`src/design/ptts_pkg.sv`:
```
// Shared types and command/status codes for the priority task table scheduler.
package ptts_pkg;

	typedef enum logic [2:0] {
		CMD_CLEAR = 3'd0,
		CMD_ADD   = 3'd1,
		CMD_WRITE = 3'd2,
		CMD_NEXT  = 3'd3,
		CMD_FIND  = 3'd4
	} cmd_t;

	typedef enum logic [1:0] {
		ST_OK   = 2'd0,
		ST_FULL = 2'd1,
		ST_MISS = 2'd2
	} status_t;

	localparam int unsigned ID_W   = 8;
	localparam int unsigned PRIO_W = 8;
	localparam int unsigned EV_W   = 16;

	typedef struct packed {
		logic              valid;
		logic [ID_W-1:0]   id;
		logic [PRIO_W-1:0] prio;
		logic [EV_W-1:0]   events;
	} entry_t;

	// Broadcast to every cell in the row.
	typedef struct packed {
		logic              go;
		logic              add_ok;
		cmd_t              cmd;
		logic [ID_W-1:0]   id;
		logic [PRIO_W-1:0] prio;
		logic [EV_W-1:0]   events;
	} ctl_t;

endpackage

```
`src/design/ptts_cell.sv`:
```
// One table slot: holds an entry, takes its left neighbor's entry on insert.
module ptts_cell (
	input  logic            clk,
	input  logic            arst_n,
	input  ptts_pkg::ctl_t  ctl,
	input  ptts_pkg::entry_t left,
	input  logic            left_shift,
	input  logic            wr_sel,
	output ptts_pkg::entry_t ent,
	output logic            shift,
	output logic            id_hit,
	output logic            ready_hit
);
	import ptts_pkg::*;

	entry_t ent_q;
	entry_t ent_nxt;

	assign ent       = ent_q;
	// An occupied slot with lower priority moves one place right on insert.
	assign shift     = ent_q.valid && (ctl.prio > ent_q.prio);
	assign id_hit    = ent_q.valid && (ent_q.id == ctl.id);
	assign ready_hit = ent_q.valid && (ent_q.events != '0);

	always_comb begin
		ent_nxt = ent_q;
		if (ctl.go) begin
			unique case (ctl.cmd)
				CMD_CLEAR: begin
					ent_nxt.valid = 1'b0;
				end
				CMD_ADD: begin
					if (ctl.add_ok) begin
						if (left_shift) begin
							ent_nxt = left;
						end else if (shift || (!ent_q.valid && left.valid)) begin
							ent_nxt.valid  = 1'b1;
							ent_nxt.id     = ctl.id;
							ent_nxt.prio   = ctl.prio;
							ent_nxt.events = '0;
						end
					end
				end
				CMD_WRITE: begin
					if (wr_sel) begin
						ent_nxt.events = ctl.events;
					end
				end
				default: begin
				end
			endcase
		end
	end

	always_ff @(posedge clk or negedge arst_n) begin
		if (!arst_n) begin
			ent_q <= '0;
		end else begin
			ent_q <= ent_nxt;
		end
	end

endmodule

```
`src/design/priority_task_table_scheduler_core.sv`:
```
// Top level of the priority task table scheduler: a row of table cells and a result register.
//
// The block keeps up to MAX_TASKS tasks (id, priority, pending event bits) in a
// row of cells, packed from cell 0 in descending priority, ties in insertion
// order. Each accepted command transfer (clear, add, write events, next ready,
// find) takes effect at the edge that accepts it: every cell compares its entry
// against the command at once, an insert moves each lower-priority entry one
// cell right in the same edge, and searches pick the first hit in table order.
// One result transfer leaves for each command, from a single output register
// loaded at acceptance. A new command is taken in every cycle in which that
// register is empty or its result is being taken, so the rate is one command
// per clock while the downstream side keeps m_tready high. Status codes are
// 0 ok, 1 table full on add, 2 no entry found; the reported entry fields are
// zero whenever no entry is reported. An add into a full table is refused and
// leaves the table untouched.
module priority_task_table_scheduler_core #(
	parameter int unsigned MAX_TASKS = 8
) (
	input  logic        clk,
	input  logic        arst_n,
	// command transfer
	input  logic        s_tvalid,
	output logic        s_tready,
	// [2:0] command, [10:3] task_id, [18:11] priority_req, [34:19] event_bits,
	// [39:35] zero
	input  logic [39:0] s_tdata,
	// result transfer
	output logic        m_tvalid,
	input  logic        m_tready,
	// [1:0] status, [9:2] found_id, [17:10] found_priority, [33:18] found_events,
	// [39:34] zero
	output logic [39:0] m_tdata
);
	import ptts_pkg::*;

	ctl_t                 ctl;
	logic                 accept;
	entry_t               ents      [MAX_TASKS];
	entry_t               lefts     [MAX_TASKS];
	logic [MAX_TASKS-1:0] shifts;
	logic [MAX_TASKS-1:0] left_shifts;
	logic [MAX_TASKS-1:0] id_hits;
	logic [MAX_TASKS-1:0] ready_hits;
	logic [MAX_TASKS-1:0] valid_vec;
	logic [MAX_TASKS-1:0] hit_vec;
	logic [MAX_TASKS-1:0] first_hit;
	entry_t               picked;
	logic                 found;

	status_t              status_d;
	entry_t               report_d;

	logic                 out_valid_q;
	status_t              status_q;
	logic [ID_W-1:0]      found_id_q;
	logic [PRIO_W-1:0]    found_prio_q;
	logic [EV_W-1:0]      found_ev_q;

	// Take a new command whenever the result register is free or draining.
	assign s_tready = !out_valid_q || m_tready;
	assign accept   = s_tvalid && s_tready;

	// Broadcast the command to the row.
	always_comb begin
		ctl.go     = accept;
		ctl.cmd    = cmd_t'(s_tdata[2:0]);
		ctl.id     = s_tdata[10:3];
		ctl.prio   = s_tdata[18:11];
		ctl.events = s_tdata[34:19];
		// Refuse the insert when the last cell is occupied.
		ctl.add_ok = !valid_vec[MAX_TASKS-1];
	end

	genvar gi;
	generate
		for (gi = 0; gi < MAX_TASKS; gi++) begin : g_cell
			if (gi == 0) begin : g_head
				// Cell 0 sees an occupied, non-shifting neighbor so an empty
				// table loads the new entry here.
				always_comb begin
					lefts[gi]       = '0;
					lefts[gi].valid = 1'b1;
					left_shifts[gi] = 1'b0;
				end
			end else begin : g_body
				always_comb begin
					lefts[gi]       = ents[gi-1];
					left_shifts[gi] = shifts[gi-1];
				end
			end

			ptts_cell u_cell (
				.clk        (clk),
				.arst_n     (arst_n),
				.ctl        (ctl),
				.left       (lefts[gi]),
				.left_shift (left_shifts[gi]),
				.wr_sel     (first_hit[gi]),
				.ent        (ents[gi]),
				.shift      (shifts[gi]),
				.id_hit     (id_hits[gi]),
				.ready_hit  (ready_hits[gi])
			);

			assign valid_vec[gi] = ents[gi].valid;
		end
	endgenerate

	// Isolate the first hit in table order.
	assign hit_vec   = (ctl.cmd == CMD_NEXT) ? ready_hits : id_hits;
	assign first_hit = hit_vec & (~hit_vec + {{(MAX_TASKS-1){1'b0}}, 1'b1});
	assign found     = |hit_vec;

	// One-hot select of the hit entry.
	always_comb begin
		picked = '0;
		for (int i = 0; i < MAX_TASKS; i++) begin
			picked = picked | (first_hit[i] ? ents[i] : '0);
		end
	end

	// Form the result.
	always_comb begin
		status_d = ST_OK;
		report_d = '0;
		unique case (ctl.cmd)
			CMD_ADD: begin
				if (!ctl.add_ok) begin
					status_d = ST_FULL;
				end
			end
			CMD_WRITE: begin
				if (found) begin
					report_d        = picked;
					report_d.events = ctl.events;
				end else begin
					status_d = ST_MISS;
				end
			end
			CMD_NEXT, CMD_FIND: begin
				if (found) begin
					report_d = picked;
				end else begin
					status_d = ST_MISS;
				end
			end
			default: begin
			end
		endcase
	end

	// Hold the result until the downstream side takes it.
	always_ff @(posedge clk or negedge arst_n) begin
		if (!arst_n) begin
			out_valid_q <= 1'b0;
		end else if (accept) begin
			out_valid_q <= 1'b1;
		end else if (m_tready) begin
			out_valid_q <= 1'b0;
		end
	end

	always_ff @(posedge clk) begin
		if (accept) begin
			status_q     <= status_d;
			found_id_q   <= report_d.id;
			found_prio_q <= report_d.prio;
			found_ev_q   <= report_d.events;
		end
	end

	assign m_tvalid = out_valid_q;
	assign m_tdata  = {6'd0, found_ev_q, found_prio_q, found_id_q, status_q};

	// Occupied cells always form a run starting at cell 0.
	a_packed: assert property (@(posedge clk) disable iff (!arst_n)
		((valid_vec + {{(MAX_TASKS-1){1'b0}}, 1'b1}) & valid_vec) == '0)
		else $error("table entries not packed");

	a_first_hit: assert property (@(posedge clk) disable iff (!arst_n)
		$onehot0(first_hit))
		else $error("more than one search hit selected");

	a_clear: assert property (@(posedge clk) disable iff (!arst_n)
		accept && (ctl.cmd == CMD_CLEAR) |=> valid_vec == '0)
		else $error("table not empty after clear");

	a_full_hold: assert property (@(posedge clk) disable iff (!arst_n)
		accept && (ctl.cmd == CMD_ADD) && valid_vec[MAX_TASKS-1]
		|=> $stable(valid_vec) && (status_q == ST_FULL))
		else $error("add into full table changed the table");

	a_add_grow: assert property (@(posedge clk) disable iff (!arst_n)
		accept && (ctl.cmd == CMD_ADD) && !valid_vec[MAX_TASKS-1]
		|=> $countones(valid_vec) == $countones($past(valid_vec)) + 1)
		else $error("add did not occupy exactly one more cell");

endmodule

```
`config.mk`:
```
export PLATFORM = sky130hd
export DESIGN_NAME = priority_task_table_scheduler_core
export DESIGN_NICKNAME = d
export VERILOG_FILES = /design/src/design/ptts_pkg.sv /design/src/design/ptts_cell.sv /design/src/design/priority_task_table_scheduler_core.sv
export SDC_FILE = /design/constraint.sdc
export NUM_CORES = 1
export LEC_CHECK = 0
export BUFFER_PORTS_ARGS = -buffer_cell sky130_fd_sc_hd__buf_2
export CAP_MARGIN = 20
export CORE_MARGIN = 3
export CORE_UTILIZATION = 50
export DETAILED_ROUTE_END_ITERATION = 12
export PLACE_DENSITY = 0.67
export SLEW_MARGIN = 25
export SYNTH_ARGS = -nofsm -noshare
export SYNTH_HDL_FRONTEND = slang
export SYNTH_SLANG_ARGS = --single-unit
```
`constraint.sdc`:
```
create_clock -name clk -period 4.6 [get_ports clk]
set_input_delay 0.46 -clock clk [delete_from_list [all_inputs] [get_ports clk]]
set_output_delay 0.46 -clock clk [all_outputs]
set_load 0.02 [all_outputs]
```
==> results of run 1 <==
## per-layer routing
metal  wire [um]  share of wire, %  track usage (%)
met2       27500                49             47.7
met3        3050               5.4             4.10
met1       22300                40             34.4
met5          59              0.11                0
met4        3170               5.7             14.4
## Yosys cell counts, types with 14 or more instances
library cell	number	area share, %
buf_1	20	0.40
inv_1	178	3.6
a41oi_1	16	0.75
a22o_1	41	1.9
mux2_2	49	2.9
a221oi_1	33	1.5
a21oi_1	233	6.2
o21a_1	34	1.4
nand4_1	39	1.3
nor2_1	158	3.2
xor2_1	30	1.4
nand3_1	41	1.1
nor2b_1	15	0.50
o21ai_0	60	1.6
nor4_1	49	1.6
buf_4	22	0.88
and3_1	14	0.47
edfxtp_1	34	5.4
dfrtp_1	265	35
xnor2_1	34	1.6
ha_1	64	4.3
buf_2	15	0.40
a22oi_1	15	0.60
mux2i_1	195	10
a2bb2oi_1	15	0.70
and2_1	20	0.67
nand2_1	52	1.0
a21o_1	19	0.76
clkbuf_1	92	1.8
nor3_1	14	0.37
## cell families after synthesis
group / count (synthesis)
XOR/XNOR: 64
adder cells (fa/ha/maj): 64
AND/OR/NAND/NOR: 433
flip-flops: 299
other: 1
AO/OA/AOI/OAI: 551
multiplexers: 244
buffers and inverters: 332
## layout by cell type, fill, tap and decap left out, types with 15 or more instances in the layout
| cell type | count |
|---|---|
| and2_1 | 20 |
| nor2b_1 | 15 |
| ha_1 | 64 |
| a221oi_1 | 33 |
| nor2_1 | 154 |
| mux2i_1 | 195 |
| a21o_1 | 19 |
| buf_4 | 53 |
| dfrtp_1 | 265 |
| clkbuf_16 | 37 |
| a22oi_1 | 15 |
| a2bb2oi_1 | 15 |
| nor4_1 | 49 |
| buf_2 | 73 |
| xor2_1 | 30 |
| a41oi_1 | 16 |
| nand4_1 | 39 |
| edfxtp_1 | 34 |
| inv_1 | 178 |
| xnor2_1 | 34 |
| o21ai_0 | 60 |
| o21a_1 | 34 |
| a21oi_1 | 232 |
| nand3_1 | 40 |
| nand2_1 | 52 |
| a22o_1 | 41 |
| mux2_2 | 49 |
## area by class of cell
class	instances	area, um^2	area share [%]
Inverter	178	668	3.23
Clock buffer	52	1030	4.99
Clock inverter	11	77.6	0.375
Sequential cell	299	7650	37.0
Timing Repair Buffer	130	836	4.04
Multi-Input combinational cell	1362	9820	47.5
Tap cell	468	586	2.83
## worst max-delay path by stage
stage,cells after the start,start,slack [ps],endpoint
floorplan,9,m_tready,1030,g_cell[1].u_cell.ent[16]
global placement,11,s_tdata[2],740,g_cell[5].u_cell.ent[9]
detailed placement,11,s_tdata[2],630,g_cell[5].u_cell.ent[13]
CTS,9,g_cell[1].u_cell.ent[12],910,g_cell[5].u_cell.ent[0]
global route,9,g_cell[1].u_cell.ent[13],610,g_cell[5].u_cell.ent[9]
finish,9,g_cell[1].u_cell.ent[13],800,g_cell[5].u_cell.ent[0]
## timing repair
action                                 CTS  global route
hold buffers                             0             1
resized for setup                        0             0
endpoints found under the hold margin    0            43
setup buffers                            0             0
## through the flow
stage | instances | total power, mW | setup slack (ps) | instance area (um^2)
after floorplan | 1993 | 6.99 | 1030 | 18800
after global placement | 2435 | 8.03 | 744 | 19500
after detailed placement | 2435 | 8.21 | 630 | 19500
after CTS | 2498 | 11.0 | 907 | 20600
after global routing | 2500 | 11.7 | 612 | 20700
final | 2500 | 11.0 | 801 | 20700
## flip-flops by register name, indices dropped and copies added, names as in the netlist
signal	count
status_q	2
m_tvalid	1
found_prio_q	8
g_cell.u_cell.ent	264
found_ev_q	16
found_id_q	8
## report_power, final
part | switching [mW] | total, mW | internal (mW)
sequential | 0.999 | 4.51 | 3.51
combinational | 2.13 | 3.73 | 1.60
clock | 1.12 | 2.73 | 1.61
total | 4.25 | 11.0 | 6.72
==> out/qor.txt, run 1 <==
CP top delay family: simple AND/OR/NAND/NOR gates
Vias: 15,700
Critical path's slowest cell: nor3_4
Post-Synth XOR/XNOR Area: 2.99%
Worst path max stage delay: 890 ps
Synthesis-to-finish area growth: 10.2%
Vias in the first global route: 15,800
Gpl congestion: 0.906
Layout fillers: 3,259
Routed wire per std cell: 22.4 um
RSZ-0062 raised after global routing: false
Fin crit share: 82.6%
Reg2reg setup slack: 800 ps
Max Fclk: 263 MHz
Synth Flop Type: dfrtp_1
CORE AREA: 0.0368 mm^2
Detailed Routing Iterations Pass 1: 5
Finished Core Util: 56.2%
First-pass GRT wire length: 87.6 mm
Sink Count: 299
Post-synthesis sequential area ratio: 40.8%
Total of max-cap violations: 0
CTS tree: yes
Largest net degree at the start of global routing: 125
Initial antenna violation count: 4
Final Hold Viols: 0
Worst r2r dst: g_cell[5].u_cell.ent[0]
Ant. Diodes: 0
Hold Path Sink: m_tvalid
CP cell instances: nor4_1 > and3_1 > a31oi_1 > a22o_1 > nor2_4 > buf_4 > a21oi_1 > nor3_4 > mux2i_1
Num CTS Buffers: 36
Critical Path Sink Type: flip-flop
Clock Latency Late Sink: 530 ps
Avg Inst Size Synth: 9.43 um^2
Critical Path Source Type: flip-flop
Adder-cell share of the synthesized area: 4.27%
Hold WC Path Type: in -> reg
Share of post-route cells with drive strength above 1: 13.2%
Hold_sp: s_tvalid
Hold Path Depth: 2
Number of cells on the worst reg-to-reg path: 9
# DRC: 0
Synth Register Bits: 299
P per Cell Area: 531 mW/mm^2
Vias/cell: 6.29
Status: finished clean
Slew Viols, Final: 0
Iter 0 DRT Violations: 1,162
Slew headroom: 27.9%
GRT Util Overall: 27.9%
Clock slew at reported path FFs: 60 ps
Worst path required time: 5050 ps
Die area: 0.0399 mm^2
Nets@finish: 2,115
Starting Density: 51.0%
I/O Buffers: 74
CP max FO: 17
Final setup fails: 0
Multiplexer share of the synthesized area: 13.3%
Synth Area in Compound Gates: 19.6%
Setup TNS: 0 ps
YS warnings: 0
Setup Crit Path Kind: reg -> reg
Post-Synth Simple-Gate Area: 11.6%
Overall routed net length: 56.1 mm
Post-detailed-placement half-perimeter wirelength: 41.0 mm
Mapped Area: 0.0188 mm^2
Grt total ovfl: 0
Clock Skews: 14.6 ps
Minimum clock period: 3800 ps
Die extent in x: 200 um
Die Height: 200 um
Pleak: 9.21 nW
Largest family of logic cells by synthesized area: compound AO/OA/AOI/OAI gates
Arr. time, crit path: 4250 ps
Number of flops mapped to enable cells by yosys: 34
CTS H-tree depth: 2
Hold WS: 138 ps
WP buf/inv: 1
Root buffer cell: clkbuf_16
Reg2reg start: g_cell[1].u_cell.ent[13]
I/O pin count: 86
CTS max path bufs: 3
Worst Tran Pin Value: 1080 ps
Count of cell types in the netlist: 71
Async S/R FF share, synth: 88.6%
Syn Inst Count: 1,988
Row count: 70
VDD IR max: 461 uV
DRT antenna net count: 0
(Power assumes the default switching activity.)
==> run 2: changes to the inputs <==
- clock period: 4.6 -> 3.6 ns (I/O delays scaled with it)
==> out/qor.txt, run 2 (synthesis gave the netlist of run 1 again) <==
Critical Path Sink Type: flip-flop
Gpl congestion: 0.939 (+3.7%)
Dpl ws: 114 ps (-515 ps)
Reg power frac: 39.4% (-1.7 points)
Hold Path Sink: m_tvalid
GRT Util Overall: 28.1% (+0.17 points)
CP max FO: 25 (+8)
Post-CTS Resized: 0 (unchanged)
Grt total ovfl: 0 (unchanged)
Final Hold Viols: 0 (unchanged)
DP Cell Count: 2,493 (+2.4%)
Clock slew at reported path FFs: 60 ps (about the same)
Largest net degree at the start of global routing: 87 (-30%)
Nets@finish: 2,171 (+2.6%)
Row count: 70 (unchanged)
Root buffer cell: clkbuf_16
Hold WC Path Type: in -> reg
Routed wire per std cell: 22.1 um (-1.5%)
DRT antenna net count: 0 (unchanged)
Worst path required time: 3910 ps (-1140 ps)
Number of flip-flops in the largest register: 264 (unchanged)
Initial antenna violation count: 3 (-1)
P_sw: 5.49 mW (+29%)
Clock Power Share: 26.5% (+1.6 points)
Num CTS Buffers: 35 (-2.8%)
Status: finished clean
Comb power frac: 34.1% (about the same)
Post-detailed-placement half-perimeter wirelength: 42.4 mm (+3.4%)
Worst r2r dst: found_id_q[7]
Internal: 9.09 mW (+35%)
Switch share: 37.6% (-1.1 points)
CTS tree: yes
P per Cell Area: 685 mW/mm^2 (+29%)
# DRC: 0 (unchanged)
Die Height: 200 um (unchanged)
I/O pin count: 86 (unchanged)
Reg2reg setup slack: 150 ps (-650 ps)
Critical Path Source Type: flip-flop
Setup Crit Path Kind: reg -> reg
Multi-input gate area: 0.00982 mm^2 (about the same)
Iter 0 DRT Violations: 972 (-16%)
Reg2reg start: g_cell[0].u_cell.ent[14]
Layout fillers: 3,183 (-2.3%)
Worst Tran Pin Value: 997 ps (-80.2 ps)
Vias: 15,700 (-0.34%)
Total of max-cap violations: 0 (unchanged)
FF+latch area: 0.00765 mm^2 (unchanged)
Max Fclk: 290 MHz (+10%)
Setup TNS: 0 ps (unchanged)
Commonest non-fill, non-tap cell in the layout: dfrtp_1
Layout Cells excl Fill: 2,559 (+2.4%)
Hold_sp: s_tvalid
Synthesis-to-finish area growth: 13.4%
RSZ-0062 raised after global routing: false
Most frequent cells in the layout: dfrtp_1, a21oi_1, mux2i_1
Arr. time, crit path: 3760 ps (-490 ps)
Pleak: 9.55 nW (+3.7%)
Die extent in x: 200 um (unchanged)
Worst Setup Slack, final: 154 ps (-647 ps)
First-pass GRT wire length: 87.9 mm (+0.32%)
Final setup fails: 0 (unchanged)
CTS max path bufs: 3 (unchanged)
Share of post-route cells with drive strength above 1: 16.0% (+2.8 points)
CORE AREA: 0.0368 mm^2 (unchanged)
Minimum clock period: 3450 ps (-353 ps)
Die area: 0.0399 mm^2 (unchanged)
Sink Count: 299 (unchanged)
Overall routed net length: 56.5 mm (+0.79%)
Clock Latency Late Sink: 530 ps (about the same)
Slew Viols, Final: 0 (unchanged)
Post-route cell area: 0.0213 mm^2 (+2.9%)
I/O Buffers: 74 (unchanged)
Clock Skews: 18.2 ps (+3.65 ps)
Starting Density: 51.0% (unchanged)
Vias/cell: 6.12 (-2.6%)
Detailed Routing Iterations Pass 1: 5 (unchanged)
Dpl cell area: 0.0200 mm^2 (+2.6%)
Number of cells on the worst reg-to-reg path: 10 (+1)
Slew headroom: 33.3% (+5.3 points)
Fin crit share: 95.7% (+13 points)
Vias in the first global route: 16,000 (+0.95%)
Hold Path Depth: 2 (unchanged)
VDD IR max: 533 uV (+16%)
CTS H-tree depth: 2 (unchanged)
-- run 2: final cells by class --
class,instances,area share [%]
Multi-Input combinational cell,1362,46.2
Clock inverter,15,1.18
Sequential cell,299,36.0
Antenna cell,2,0.0235
Timing Repair Buffer,187,6.14
Inverter,178,3.14
Tap cell,468,2.75
Clock buffer,48,4.64
-- run 2: worst max-delay path: stages, from the launching register on --
cell and delay (ps):
dfrtp_1 410, nor4_1 500, nand4_1 210, o21ai_1 390, o22ai_1 230, buf_4 260
nor3_4 380, buf_12 250, a221oi_1 110, buf_4 160, a311oi_1 320
-- run 2: worst max path at each step --
stage | start | to | slack (ps) | cells past startpoint
after detailed placement | s_tdata[6] | found_ev_q[1] | 110 | 10
after floorplan | m_tvalid | g_cell[1].u_cell.ent[16] | 50 | 9
after global placement | s_tdata[7] | found_ev_q[1] | 90 | 10
after CTS | g_cell[0].u_cell.ent[14] | found_id_q[7] | 250 | 10
after global routing | g_cell[4].u_cell.ent[11] | found_ev_q[8] | 10 | 10
final | g_cell[0].u_cell.ent[14] | found_id_q[7] | 150 | 10
-- run 2: per-layer routing --
metal  GRT usage, %  wire, um  vias to the layer above
met4           15.9      3380                        2
met1           34.0     22700                     7733
met5              0        14                        -
li1               -         -                     7328
met2           48.5     27900                      460
met3           3.63      2540                      149
-- run 2: per-stage QoR --
step	hold slack, ps	power (mW)	util (%)
final	44.4	14.6	57.8
after global placement	424	10.5	54.4
after floorplan	64.4	8.93	-
after CTS	28.8	14.6	57.7
after global routing	39.9	15.5	57.8
after detailed placement	426	10.7	54.4
-- run 2: repair_timing --
item,in CTS,in global routing
buffers inserted,0,0
hold endpoints to repair,83,0
hold buffers,1,0
-- run 2: power by group through the flow --
stage          Sequential [mW]  Combinational [mW]  Clock [mW]
2_1_floorplan             5.37                3.56           0
3_3_place_gp              5.74                4.71           0
3_5_place_dp              5.77                4.89           0
4_1_cts                   5.72                4.92        3.93
5_1_grt                   5.89                5.52        4.06
6_report                  5.74                4.97        3.87
